## src/design/assert_macros.svh

```systemverilog
// Assertion macros of the interval assigner RTL, used by the datapath.
// Depends on nothing; NO_ASSERTIONS removes every check.
`ifndef ASSERT_MACROS_SVH
`define ASSERT_MACROS_SVH

`ifndef NO_ASSERTIONS

// Checks that cons holds in the same cycle whenever ante holds.
`define TRIA_ASSERT_IMPLY(lbl, clk, rstn, ante, cons) \
  lbl: assert property (@(posedge clk) disable iff (!rstn) (ante) |-> (cons)) \
    else $error("assertion failed");

// Checks that cons holds in the cycle after ante holds.
`define TRIA_ASSERT_NEXT(lbl, clk, rstn, ante, cons) \
  lbl: assert property (@(posedge clk) disable iff (!rstn) (ante) |=> (cons)) \
    else $error("assertion failed");

`else

`define TRIA_ASSERT_IMPLY(lbl, clk, rstn, ante, cons)
`define TRIA_ASSERT_NEXT(lbl, clk, rstn, ante, cons)

`endif

`endif

```

## src/design/tria_pkg.sv

```systemverilog
// Shared constants and types of the two-resource interval assigner.
// Used by the channel interfaces, the controller and the datapath.
package tria_pkg;

  // Store depth and field widths.
  localparam int unsigned MaxAct = 64;
  localparam int unsigned IdxW   = $clog2(MaxAct);
  localparam int unsigned CntW   = $clog2(MaxAct + 1);
  localparam int unsigned MinW   = 11;
  localparam logic [MinW-1:0] DayMin = MinW'(1440);

  // Controller states.
  typedef enum logic [3:0] {
    ST_LOAD,
    ST_RK_RDI,
    ST_RK_KEY,
    ST_RK_SCAN,
    ST_RK_LAST,
    ST_RK_WR,
    ST_AS_RDO,
    ST_AS_RDA,
    ST_AS_EXE,
    ST_OUT_RD,
    ST_OUT_LD
  } state_e;

  // Address source of the start-minute memory read port.
  typedef enum logic [1:0] {
    RD_ITEM,
    RD_SCAN,
    RD_ORDER
  } start_sel_e;

  // Commands from the controller to the datapath.
  typedef struct packed {
    logic       load_en;
    logic       key_load;
    logic       scan;
    logic       order_wr;
    logic       assign_exe;
    logic       out_load;
    start_sel_e start_sel;
  } cmd_t;

  // Status from the datapath to the controller.
  typedef struct packed {
    logic load_last;
    logic j_last;
    logic i_last;
    logic k_last;
    logic out_space;
  } status_t;

endpackage

```

## src/design/tria_act_if.sv

```systemverilog
// Input channel carrying one activity word per handshake.
// Depends on tria_pkg for the minute width.
interface tria_act_if;
  logic                      valid;
  logic                      ready;
  logic [tria_pkg::MinW-1:0] start_minute;
  logic [tria_pkg::MinW-1:0] end_minute;
  logic                      last_item;

  modport source (output valid, output start_minute, output end_minute,
                  output last_item, input ready);
  modport sink (input valid, input start_minute, input end_minute,
                input last_item, output ready);
endinterface

```

## src/design/tria_res_if.sv

```systemverilog
// Output channel carrying one assignment word per handshake.
// Depends on tria_pkg for the index width.
interface tria_res_if;
  logic                      valid;
  logic                      ready;
  logic [tria_pkg::IdxW-1:0] activity_index;
  logic                      to_second;
  logic                      impossible;
  logic                      overflow;
  logic                      last_result;

  modport source (output valid, output activity_index, output to_second,
                  output impossible, output overflow, output last_result,
                  input ready);
  modport sink (input valid, input activity_index, input to_second,
                input impossible, input overflow, input last_result,
                output ready);
endinterface

```

## src/design/two_resource_interval_assigner_unit.sv

```systemverilog
// Two-resource interval assigner, top level: controller plus datapath.
// Depends on tria_pkg, tria_act_if, tria_res_if, tria_ctrl and tria_dpath.
//
// Activities (start and end minute, end exclusive, minutes above 1440 are
// saturated) are taken one word per cycle until a word with last_item set
// arrives; words beyond 64 are dropped and flag overflow. The block then
// stable-sorts the n loaded activities by start, places them greedily onto
// two resources and returns one result word per activity in arrival order.
// After the last word, the rank sort makes one compare per cycle through the
// single read port of the start-minute memory; the placement walk then visits
// the activities in start order; results leave through an output register that
// holds each word until the sink takes it. No input word is taken from the last
// input word until the final result has been loaded into the output register.
module two_resource_interval_assigner_unit (
  input  logic       clk_i,
  input  logic       rst_ni,
  tria_act_if.sink   act_i,
  tria_res_if.source res_o
);

  tria_pkg::cmd_t    cmd;
  tria_pkg::status_t sts;

  // Sequencer.
  tria_ctrl u_ctrl (
    .clk_i  (clk_i),
    .rst_ni (rst_ni),
    .sts_i  (sts),
    .cmd_o  (cmd)
  );

  // Stores and arithmetic.
  tria_dpath u_dpath (
    .clk_i  (clk_i),
    .rst_ni (rst_ni),
    .act_i  (act_i),
    .res_o  (res_o),
    .cmd_i  (cmd),
    .sts_o  (sts)
  );

endmodule

```

## src/design/tria_ctrl.sv

```systemverilog
// Sequencer of the interval assigner: load, rank sort, assignment walk, output.
// Depends on tria_pkg for the state, command and status types.
module tria_ctrl (
  input  logic              clk_i,
  input  logic              rst_ni,
  input  tria_pkg::status_t sts_i,
  output tria_pkg::cmd_t    cmd_o
);

  tria_pkg::state_e state_q, state_d;

  // State register.
  always_ff @(posedge clk_i or negedge rst_ni) begin
    if (!rst_ni) begin
      state_q <= tria_pkg::ST_LOAD;
    end else begin
      state_q <= state_d;
    end
  end

  // Next state and commands.
  always_comb begin
    state_d         = state_q;
    cmd_o           = '0;
    cmd_o.start_sel = tria_pkg::RD_ITEM;
    unique case (state_q)
      tria_pkg::ST_LOAD: begin
        cmd_o.load_en = 1'b1;
        if (sts_i.load_last) state_d = tria_pkg::ST_RK_RDI;
      end
      tria_pkg::ST_RK_RDI: begin
        cmd_o.start_sel = tria_pkg::RD_ITEM;
        state_d         = tria_pkg::ST_RK_KEY;
      end
      tria_pkg::ST_RK_KEY: begin
        cmd_o.key_load = 1'b1;
        state_d        = tria_pkg::ST_RK_SCAN;
      end
      tria_pkg::ST_RK_SCAN: begin
        cmd_o.start_sel = tria_pkg::RD_SCAN;
        cmd_o.scan      = 1'b1;
        if (sts_i.j_last) state_d = tria_pkg::ST_RK_LAST;
      end
      tria_pkg::ST_RK_LAST: begin
        state_d = tria_pkg::ST_RK_WR;
      end
      tria_pkg::ST_RK_WR: begin
        cmd_o.order_wr = 1'b1;
        state_d = sts_i.i_last ? tria_pkg::ST_AS_RDO : tria_pkg::ST_RK_RDI;
      end
      tria_pkg::ST_AS_RDO: begin
        state_d = tria_pkg::ST_AS_RDA;
      end
      tria_pkg::ST_AS_RDA: begin
        cmd_o.start_sel = tria_pkg::RD_ORDER;
        state_d         = tria_pkg::ST_AS_EXE;
      end
      tria_pkg::ST_AS_EXE: begin
        cmd_o.assign_exe = 1'b1;
        state_d = sts_i.k_last ? tria_pkg::ST_OUT_RD : tria_pkg::ST_AS_RDO;
      end
      tria_pkg::ST_OUT_RD: begin
        state_d = tria_pkg::ST_OUT_LD;
      end
      tria_pkg::ST_OUT_LD: begin
        if (sts_i.out_space) begin
          cmd_o.out_load = 1'b1;
          state_d = sts_i.k_last ? tria_pkg::ST_LOAD : tria_pkg::ST_OUT_RD;
        end
      end
      default: begin
        state_d = tria_pkg::ST_LOAD;
      end
    endcase
  end

endmodule

```

## src/design/tria_dpath.sv

```systemverilog
// Datapath of the interval assigner: stores, counters, rank compare,
// busy-until tracking and the output register.
// Depends on tria_pkg, the channel interfaces and assert_macros.svh.
`include "assert_macros.svh"

module tria_dpath (
  input  logic              clk_i,
  input  logic              rst_ni,
  tria_act_if.sink          act_i,
  tria_res_if.source        res_o,
  input  tria_pkg::cmd_t    cmd_i,
  output tria_pkg::status_t sts_o
);

  localparam int unsigned IdxW = tria_pkg::IdxW;
  localparam int unsigned CntW = tria_pkg::CntW;
  localparam int unsigned MinW = tria_pkg::MinW;
  localparam int unsigned MaxAct = tria_pkg::MaxAct;

  // Memories.
  logic [MinW-1:0] start_mem [MaxAct];
  logic [MinW-1:0] end_mem   [MaxAct];
  logic [IdxW-1:0] order_mem [MaxAct];
  logic            label_mem [MaxAct];

  logic [MinW-1:0] start_rd_q, end_rd_q;
  logic [IdxW-1:0] order_rd_q;
  logic            label_rd_q;

  // Control registers.
  logic [CntW-1:0] count_q;
  logic [IdxW-1:0] last_q, i_q, j_q, k_q, jp_q, rank_q;
  logic            pend_q, dropped_q, fail_q;
  logic [MinW-1:0] key_q, busy0_q, busy1_q;

  // Output register.
  logic            out_valid_q;
  logic [IdxW-1:0] out_idx_q;
  logic            out_lbl_q, out_imp_q, out_ovf_q, out_last_q;

  logic            accept, room, load_last, out_space;
  logic [CntW-1:0] count_next;
  logic [MinW-1:0] s_clamp, e_clamp, start_addr_val;
  logic [IdxW-1:0] start_addr;
  logic            hit;
  logic            nonempty, fit0, fit1, lbl, occ0, occ1, fail_now;

  // Input handshake and clamping of minutes to the day.
  assign act_i.ready = cmd_i.load_en;
  assign accept      = act_i.valid & cmd_i.load_en;
  assign room        = (count_q < CntW'(MaxAct));
  assign count_next  = room ? count_q + CntW'(1) : count_q;
  assign load_last   = accept & act_i.last_item;
  assign s_clamp = (act_i.start_minute > tria_pkg::DayMin) ? tria_pkg::DayMin
                                                             : act_i.start_minute;
  assign e_clamp = (act_i.end_minute > tria_pkg::DayMin) ? tria_pkg::DayMin
                                                           : act_i.end_minute;

  // Start memory read address.
  always_comb begin
    case (cmd_i.start_sel)
      tria_pkg::RD_ITEM:  start_addr = i_q;
      tria_pkg::RD_SCAN:  start_addr = j_q;
      tria_pkg::RD_ORDER: start_addr = order_rd_q;
      default:            start_addr = i_q;
    endcase
  end
  assign start_addr_val = start_rd_q;

  // Memory writes and registered reads.
  always_ff @(posedge clk_i) begin
    if (accept && room) begin
      start_mem[count_q[IdxW-1:0]] <= s_clamp;
      end_mem[count_q[IdxW-1:0]]   <= e_clamp;
    end
    if (cmd_i.order_wr) order_mem[rank_q] <= i_q;
    if (cmd_i.assign_exe) label_mem[order_rd_q] <= lbl;
    start_rd_q <= start_mem[start_addr];
    end_rd_q   <= end_mem[order_rd_q];
    order_rd_q <= order_mem[k_q];
    label_rd_q <= label_mem[k_q];
  end

  // Stable rank: earlier start, or equal start and earlier arrival.
  assign hit = (start_addr_val < key_q) || ((start_addr_val == key_q) && (jp_q < i_q));

  // Greedy placement of the current activity in start order.
  assign nonempty = (end_rd_q > start_rd_q);
  assign fit0     = !nonempty || (start_rd_q >= busy0_q);
  assign fit1     = !nonempty || (start_rd_q >= busy1_q);
  always_comb begin
    lbl      = 1'b0;
    occ0     = 1'b0;
    occ1     = 1'b0;
    fail_now = 1'b0;
    if (k_q == IdxW'(0)) begin
      occ0 = 1'b1;
    end else if (k_q == IdxW'(1)) begin
      lbl  = 1'b1;
      occ1 = 1'b1;
    end else if (fit0) begin
      occ0 = 1'b1;
    end else if (fit1) begin
      lbl  = 1'b1;
      occ1 = 1'b1;
    end else begin
      lbl      = 1'b1;
      fail_now = 1'b1;
    end
  end

  // Counters, flags and busy-until minutes.
  always_ff @(posedge clk_i or negedge rst_ni) begin
    if (!rst_ni) begin
      count_q   <= '0;
      last_q    <= '0;
      i_q       <= '0;
      j_q       <= '0;
      k_q       <= '0;
      jp_q      <= '0;
      rank_q    <= '0;
      pend_q    <= 1'b0;
      dropped_q <= 1'b0;
      fail_q    <= 1'b0;
      key_q     <= '0;
      busy0_q   <= '0;
      busy1_q   <= '0;
    end else begin
      pend_q <= cmd_i.scan;
      if (accept) begin
        count_q <= count_next;
        if (!room) dropped_q <= 1'b1;
        if (act_i.last_item) begin
          count_q <= '0;
          last_q  <= IdxW'(count_next - CntW'(1));
          i_q     <= '0;
          k_q     <= '0;
          fail_q  <= 1'b0;
          busy0_q <= '0;
          busy1_q <= '0;
        end
      end
      if (cmd_i.key_load) begin
        key_q  <= start_rd_q;
        rank_q <= '0;
        j_q    <= '0;
      end
      if (cmd_i.scan) begin
        jp_q <= j_q;
        j_q  <= j_q + IdxW'(1);
      end
      if (pend_q && hit) rank_q <= rank_q + IdxW'(1);
      if (cmd_i.order_wr) i_q <= i_q + IdxW'(1);
      if (cmd_i.assign_exe) begin
        k_q <= (k_q == last_q) ? '0 : k_q + IdxW'(1);
        if (fail_now) fail_q <= 1'b1;
        if (occ0 && nonempty && (end_rd_q > busy0_q)) busy0_q <= end_rd_q;
        if (occ1 && nonempty && (end_rd_q > busy1_q)) busy1_q <= end_rd_q;
      end
      if (cmd_i.out_load) begin
        k_q <= (k_q == last_q) ? '0 : k_q + IdxW'(1);
        if (k_q == last_q) dropped_q <= 1'b0;
      end
    end
  end

  // Output register: holds a word until the sink takes it.
  assign out_space = !out_valid_q || res_o.ready;
  always_ff @(posedge clk_i or negedge rst_ni) begin
    if (!rst_ni) begin
      out_valid_q <= 1'b0;
    end else if (cmd_i.out_load) begin
      out_valid_q <= 1'b1;
    end else if (res_o.ready) begin
      out_valid_q <= 1'b0;
    end
  end

  always_ff @(posedge clk_i) begin
    if (cmd_i.out_load) begin
      out_idx_q  <= k_q;
      out_lbl_q  <= label_rd_q;
      out_imp_q  <= fail_q;
      out_ovf_q  <= dropped_q;
      out_last_q <= (k_q == last_q);
    end
  end

  assign res_o.valid          = out_valid_q;
  assign res_o.activity_index = out_idx_q;
  assign res_o.to_second      = out_lbl_q;
  assign res_o.impossible     = out_imp_q;
  assign res_o.overflow       = out_ovf_q;
  assign res_o.last_result    = out_last_q;

  // Status to the controller.
  assign sts_o.load_last = load_last;
  assign sts_o.j_last    = (j_q == last_q);
  assign sts_o.i_last    = (i_q == last_q);
  assign sts_o.k_last    = (k_q == last_q);
  assign sts_o.out_space = out_space;

  // Checks.
  `TRIA_ASSERT_IMPLY(a_count_max, clk_i, rst_ni, 1'b1, count_q <= CntW'(MaxAct))
  `TRIA_ASSERT_IMPLY(a_out_room, clk_i, rst_ni, cmd_i.out_load, out_space)
  `TRIA_ASSERT_IMPLY(a_rank_range, clk_i, rst_ni, cmd_i.order_wr, rank_q <= last_q)
  `TRIA_ASSERT_NEXT(a_walk_clear, clk_i, rst_ni, load_last, (count_q == '0) && !fail_q && (busy0_q == '0) && (busy1_q == '0))

endmodule
```

## src/flat_wrapper.sv

```systemverilog
// flat-port wrapper written by rule: the top's interface ports become plain ports
module two_resource_interval_assigner_unit_flat 
  (clk_i, rst_ni, act_i_valid, act_i_start_minute, act_i_end_minute, act_i_last_item, act_i_ready, res_o_valid, res_o_activity_index, res_o_to_second, res_o_impossible, res_o_overflow, res_o_last_result, res_o_ready);
  tria_act_if act_i_i ();
  tria_res_if res_o_i ();
  input  logic clk_i;
  input  logic rst_ni;
  input wire logic [$bits(act_i_i.valid)-1:0] act_i_valid;
  input wire logic [$bits(act_i_i.start_minute)-1:0] act_i_start_minute;
  input wire logic [$bits(act_i_i.end_minute)-1:0] act_i_end_minute;
  input wire logic [$bits(act_i_i.last_item)-1:0] act_i_last_item;
  output wire logic [$bits(act_i_i.ready)-1:0] act_i_ready;
  output wire logic [$bits(res_o_i.valid)-1:0] res_o_valid;
  output wire logic [$bits(res_o_i.activity_index)-1:0] res_o_activity_index;
  output wire logic [$bits(res_o_i.to_second)-1:0] res_o_to_second;
  output wire logic [$bits(res_o_i.impossible)-1:0] res_o_impossible;
  output wire logic [$bits(res_o_i.overflow)-1:0] res_o_overflow;
  output wire logic [$bits(res_o_i.last_result)-1:0] res_o_last_result;
  input wire logic [$bits(res_o_i.ready)-1:0] res_o_ready;
  assign act_i_i.valid = act_i_valid;
  assign act_i_i.start_minute = act_i_start_minute;
  assign act_i_i.end_minute = act_i_end_minute;
  assign act_i_i.last_item = act_i_last_item;
  assign act_i_ready = act_i_i.ready;
  assign res_o_valid = res_o_i.valid;
  assign res_o_activity_index = res_o_i.activity_index;
  assign res_o_to_second = res_o_i.to_second;
  assign res_o_impossible = res_o_i.impossible;
  assign res_o_overflow = res_o_i.overflow;
  assign res_o_last_result = res_o_i.last_result;
  assign res_o_i.ready = res_o_ready;
  two_resource_interval_assigner_unit u_core (.clk_i(clk_i), .rst_ni(rst_ni), .act_i(act_i_i), .res_o(res_o_i));
endmodule
```

## config.mk

```make
export PLATFORM = sky130hd
export DESIGN_NAME = two_resource_interval_assigner_unit_flat
export DESIGN_NICKNAME = d
export VERILOG_FILES = /design/src/design/tria_pkg.sv /design/src/design/tria_act_if.sv /design/src/design/tria_res_if.sv /design/src/design/two_resource_interval_assigner_unit.sv /design/src/design/tria_ctrl.sv /design/src/design/tria_dpath.sv /design/src/flat_wrapper.sv
export VERILOG_INCLUDE_DIRS = /design/src /design/src/design
export SDC_FILE = /design/constraint.sdc
export NUM_CORES = 2
export LEC_CHECK = 0
export BUFFER_PORTS_ARGS = -buffer_cell sky130_fd_sc_hd__buf_4
export CAP_MARGIN = 20
export CORE_UTILIZATION = 30
export CTS_CLUSTER_SIZE = 30
export DETAILED_ROUTE_END_ITERATION = 12
export GPL_TIMING_DRIVEN = 1
export SKIP_LAST_GASP = 1
export SLEW_MARGIN = 20
export SYNTH_ARGS = -nofsm -noshare
export SYNTH_HDL_FRONTEND = slang
export SYNTH_SLANG_ARGS = --single-unit
```

## constraint.sdc

```tcl
create_clock -name clk_i -period 7.1 [get_ports clk_i]
set_input_delay 0.71 -clock clk_i [delete_from_list [all_inputs] [get_ports clk_i]]
set_output_delay 0.71 -clock clk_i [all_outputs]
set_load 0.02 [all_outputs]
```

==> run metrics <==
dpl ws=roughly 1.7 ns; cell with the most instances after synthesis=edfxtp_1; Seq pwr share=just over 40%; crit-path max cell delay=roughly 0.93 ns; post-DR wirelength/cell=approximately 24 um; clk buf depth=3; Final Skew=~0.13 ns; DRT Pass-1 Iters=7; initial antenna violation count=5; ANT nets after route=0; Critical Path Sink=u_core.u_dpath.start_addr_val[5]$_DFF_P_; H-tree Lvls=4; hold wc startpoint=res_o_ready; Reg area=0.0587 mm^2; Syn Area/Cell=15.3 um^2; fmax=~180 MHz; RSZ-0062 raised after global routing=false; WL met2=99,200 um; top cells by area, synth=edfxtp_1 72%, mux4_2 4.2%, nand2_1 4.0%; Synth area leader=edfxtp_1; CP arrival=between 6 and 7 ns; Resize count post-CTS=0; num rows=between 150 and 200; Pwr per Cell Area=between 300 and 400 mW/mm^2; ratio of cells with drive above 1 in the final layout=between 10% and 20%; period utilization=roughly 76%; reg2reg path depth=11; CP endpoint kind=flop; DIE AREA=0.262 mm^2; Final TNS setup=0 ns; Slew HR=around 17%; fin crit period=5.43 ns; Critical R2R Launch=u_core.u_ctrl.state_q[0]$_DFFE_PN0P_; Synthesized Nets=roughly 5.2k; number of port buffers=38; Hold Violations, Final=0; RePlAce Congestion=0.824; # setup viols final=0; die width=around 510 um; Leak=about 29 nW; Yosys warnings=0; Slew @ Worst Pin=1.23 ns; Reg clk slew, reported paths=0.06 ns; Reg2Reg Capture Point=u_core.u_dpath.start_addr_val[5]$_DFF_P_; DRT Wirelength=~210,000 um; height of the die=just over 500 um; Yosys cell types=a little over 60; uppermost layer routed=met5; global-route wire length before repair=around 310,000 um; internal power=about 22 mW; synthesized area=~0.08 mm^2; ys async rst share=between 4 and 5%; fillcell total=~24k; WL met1=roughly 90,000 um; Vias per Instance=5.23; status=completed; GRT Overall Usage=15.6%; Initial DRC Count=between 5k and 6k; later-pin clock latency in the skew report=0.90 ns; multi-input logic area=approximately 0.018 mm^2; crit path launch=u_core.u_ctrl.state_q[0]$_DFFE_PN0P_; Post-synth top cells=1,866 x edfxtp_1, 826 x nand2_1, 348 x nand3_1; WHS=0.0862 ns; vias in the first global route=~44k; Worst Slack Setup Final=between 1.5 and 2 ns; Layout area overhead=14.8%; number of synthesized flops with an enable pin=between 1.5k and 2k; Placed Cells=roughly 8.4k; CP max FO=between 80 and 90; switching share of power=about a third; Top Ports=39; CTS tree=built; Layout Nets=about 5.3k; post-route insts no fill=~8.7k; register area share after synthesis=between 70% and 80%; logic gate share of total power=26.4%; Cell Chain, Critical Path=nand3_1, ha_1, a221o_1, and2_4, buf_12, buf_12, nand2_1, nand3_1, a21oi_1, nor4_1, a221o_1; grt ovf=0; flop2flop setup slack=1.67 ns; post-DP HPWL=120,000 um; Hold Crit Class=input port to flop; Worst setup SP type=flop; # clock sinks=between 1.5k and 2k; initial core utilization=30.3%; total CTS buffers=200; worst vdd ir=about 0.00035 V; CP required=between 7 and 8 ns; detailed-routed wire length on met3=~17,000 um; Max Cap Viol=0; switching pwr=11.1 mW; # DRC=0; clock share of power=around a third; largest net degree at the start of global routing=roughly 170; Yosys top cell area share=approximately 72%; Core Footprint=about 0.26 mm^2; Yosys reg bits=about 2.0k; WS Path Type=flop to flop; ys flop type=edfxtp_1; CP max-delay cell=nor4_1; Mapped Cells=~5k; root buf cell=clkbuf_16; Finished Core Util=roughly a third; routed vias=approximately 46k; Max Slew Vio Count=0
final cells by class:
type	count	area share, %
Multi-Input combinational cell	2747	20.2
Sequential cell	1979	65.6
Clock buffer	250	5.90
Timing Repair Buffer	178	1.66
Tap cell	3384	4.73
Clock inverter	125	1.66
Antenna cell	1	0.00279
Inverter	70	0.293
power by group through the flow:
| stage | Sequential, mW | Combinational, mW | Clock, mW |
|---|---|---|---|
| 6_report | 13.8 | 8.83 | 10.8 |
| 5_1_grt | 13.8 | 9.63 | 11.3 |
| 4_1_cts | 13.8 | 8.85 | 10.9 |
| 3_5_place_dp | 14.1 | 8.81 | 0 |
| 3_3_place_gp | 14.0 | 8.65 | 0 |
| 2_1_floorplan | 13.7 | 6.00 | 0 |
worst min-delay path by stage:
stage / endpoint / slack [ns] / cells after the start
3_3_place_gp: u_core.u_dpath.res_o.to_second$_DFFE_PP_ / 0.40 / 0
3_5_place_dp: u_core.u_dpath.res_o.to_second$_DFFE_PP_ / 0.40 / 0
4_1_cts: u_core.u_dpath.res_o.valid$_DFFE_PN0P_ / 0.02 / 2
6_report: u_core.u_dpath.res_o.valid$_DFFE_PN0P_ / 0.09 / 2
2_1_floorplan: u_core.u_dpath.res_o.to_second$_DFFE_PP_ / 0.39 / 0
5_1_grt: u_core.u_dpath.res_o.valid$_DFFE_PN0P_ / 0.05 / 2
state kept, by name (all words and copies together) (netlist names), 6 cells and up:
name and count:
u_core.u_dpath.count_q 7, u_core.u_dpath.start_addr_val 11, u_core.u_dpath.busy0_q 11, u_core.u_dpath.end_rd_q 11, u_core.u_dpath.order_rd_q 6, u_core.u_dpath.order_mem 384, u_core.u_dpath.busy1_q 11, u_core.u_dpath.label_mem 64
u_core.u_dpath.last_q 6, u_core.u_dpath.end_mem 704, u_core.u_dpath.key_q 11, u_core.u_dpath.j_q 6, u_core.u_dpath.rank_q 6, u_core.u_dpath.jp_q 6, u_core.u_dpath.i_q 6, u_core.u_dpath.start_mem 704
u_core.u_dpath.k_q 6, u_core.u_dpath.res_o.activity_index 6
logic make-up after synthesis:
family | after synthesis | share of synthesized area [%]
flip-flops | 1979 | 75.3
AO/OA/AOI/OAI | 777 | 6.87
XOR/XNOR | 32 | 0.359
adder cells (fa/ha/maj) | 81 | 1.30
AND/OR/NAND/NOR | 1676 | 9.50
multiplexers | 181 | 4.69
buffers and inverters | 372 | 2.01
critical path: cells and delay by family, from the launching register on:
family          cells  cell delay [ns]
fa+ha+maj           1             0.81
simple gates        5             2.31
buf+inv             2             0.75
flops               1             0.64
compound gates      3             0.79
layer usage:
metal	track usage [%]	up-vias
met5	0	-
met4	4.25	4
met3	2.60	316
met2	25.1	1934
met1	21.8	23600
li1	-	19800
cells in the final DEF, fill, tap and decap left out, types with 81 or more instances in the layout:
master	count
clkbuf_16	200
a22oi_1	234
nand2_1	826
mux4_2	147
a21oi_1	135
ha_1	81
nand3_1	347
nor2_1	180
a31oi_1	102
edfxtp_1	1866
buf_4	165
per-stage QoR:
step	area, um^2	power (mW)
floorplan	78000	19.8
global placement	82700	22.7
detailed placement	82800	22.9
CTS	89500	33.6
global route	89600	34.8
finish	89600	33.4
timing repair:
item / 4_1_cts / 5_1_grt
hold endpoints to repair: 30 / 0
setup buffers: 0 / 0
hold buffers: 1 / 0
No activity file was read; power rests on OpenSTA's default activity.
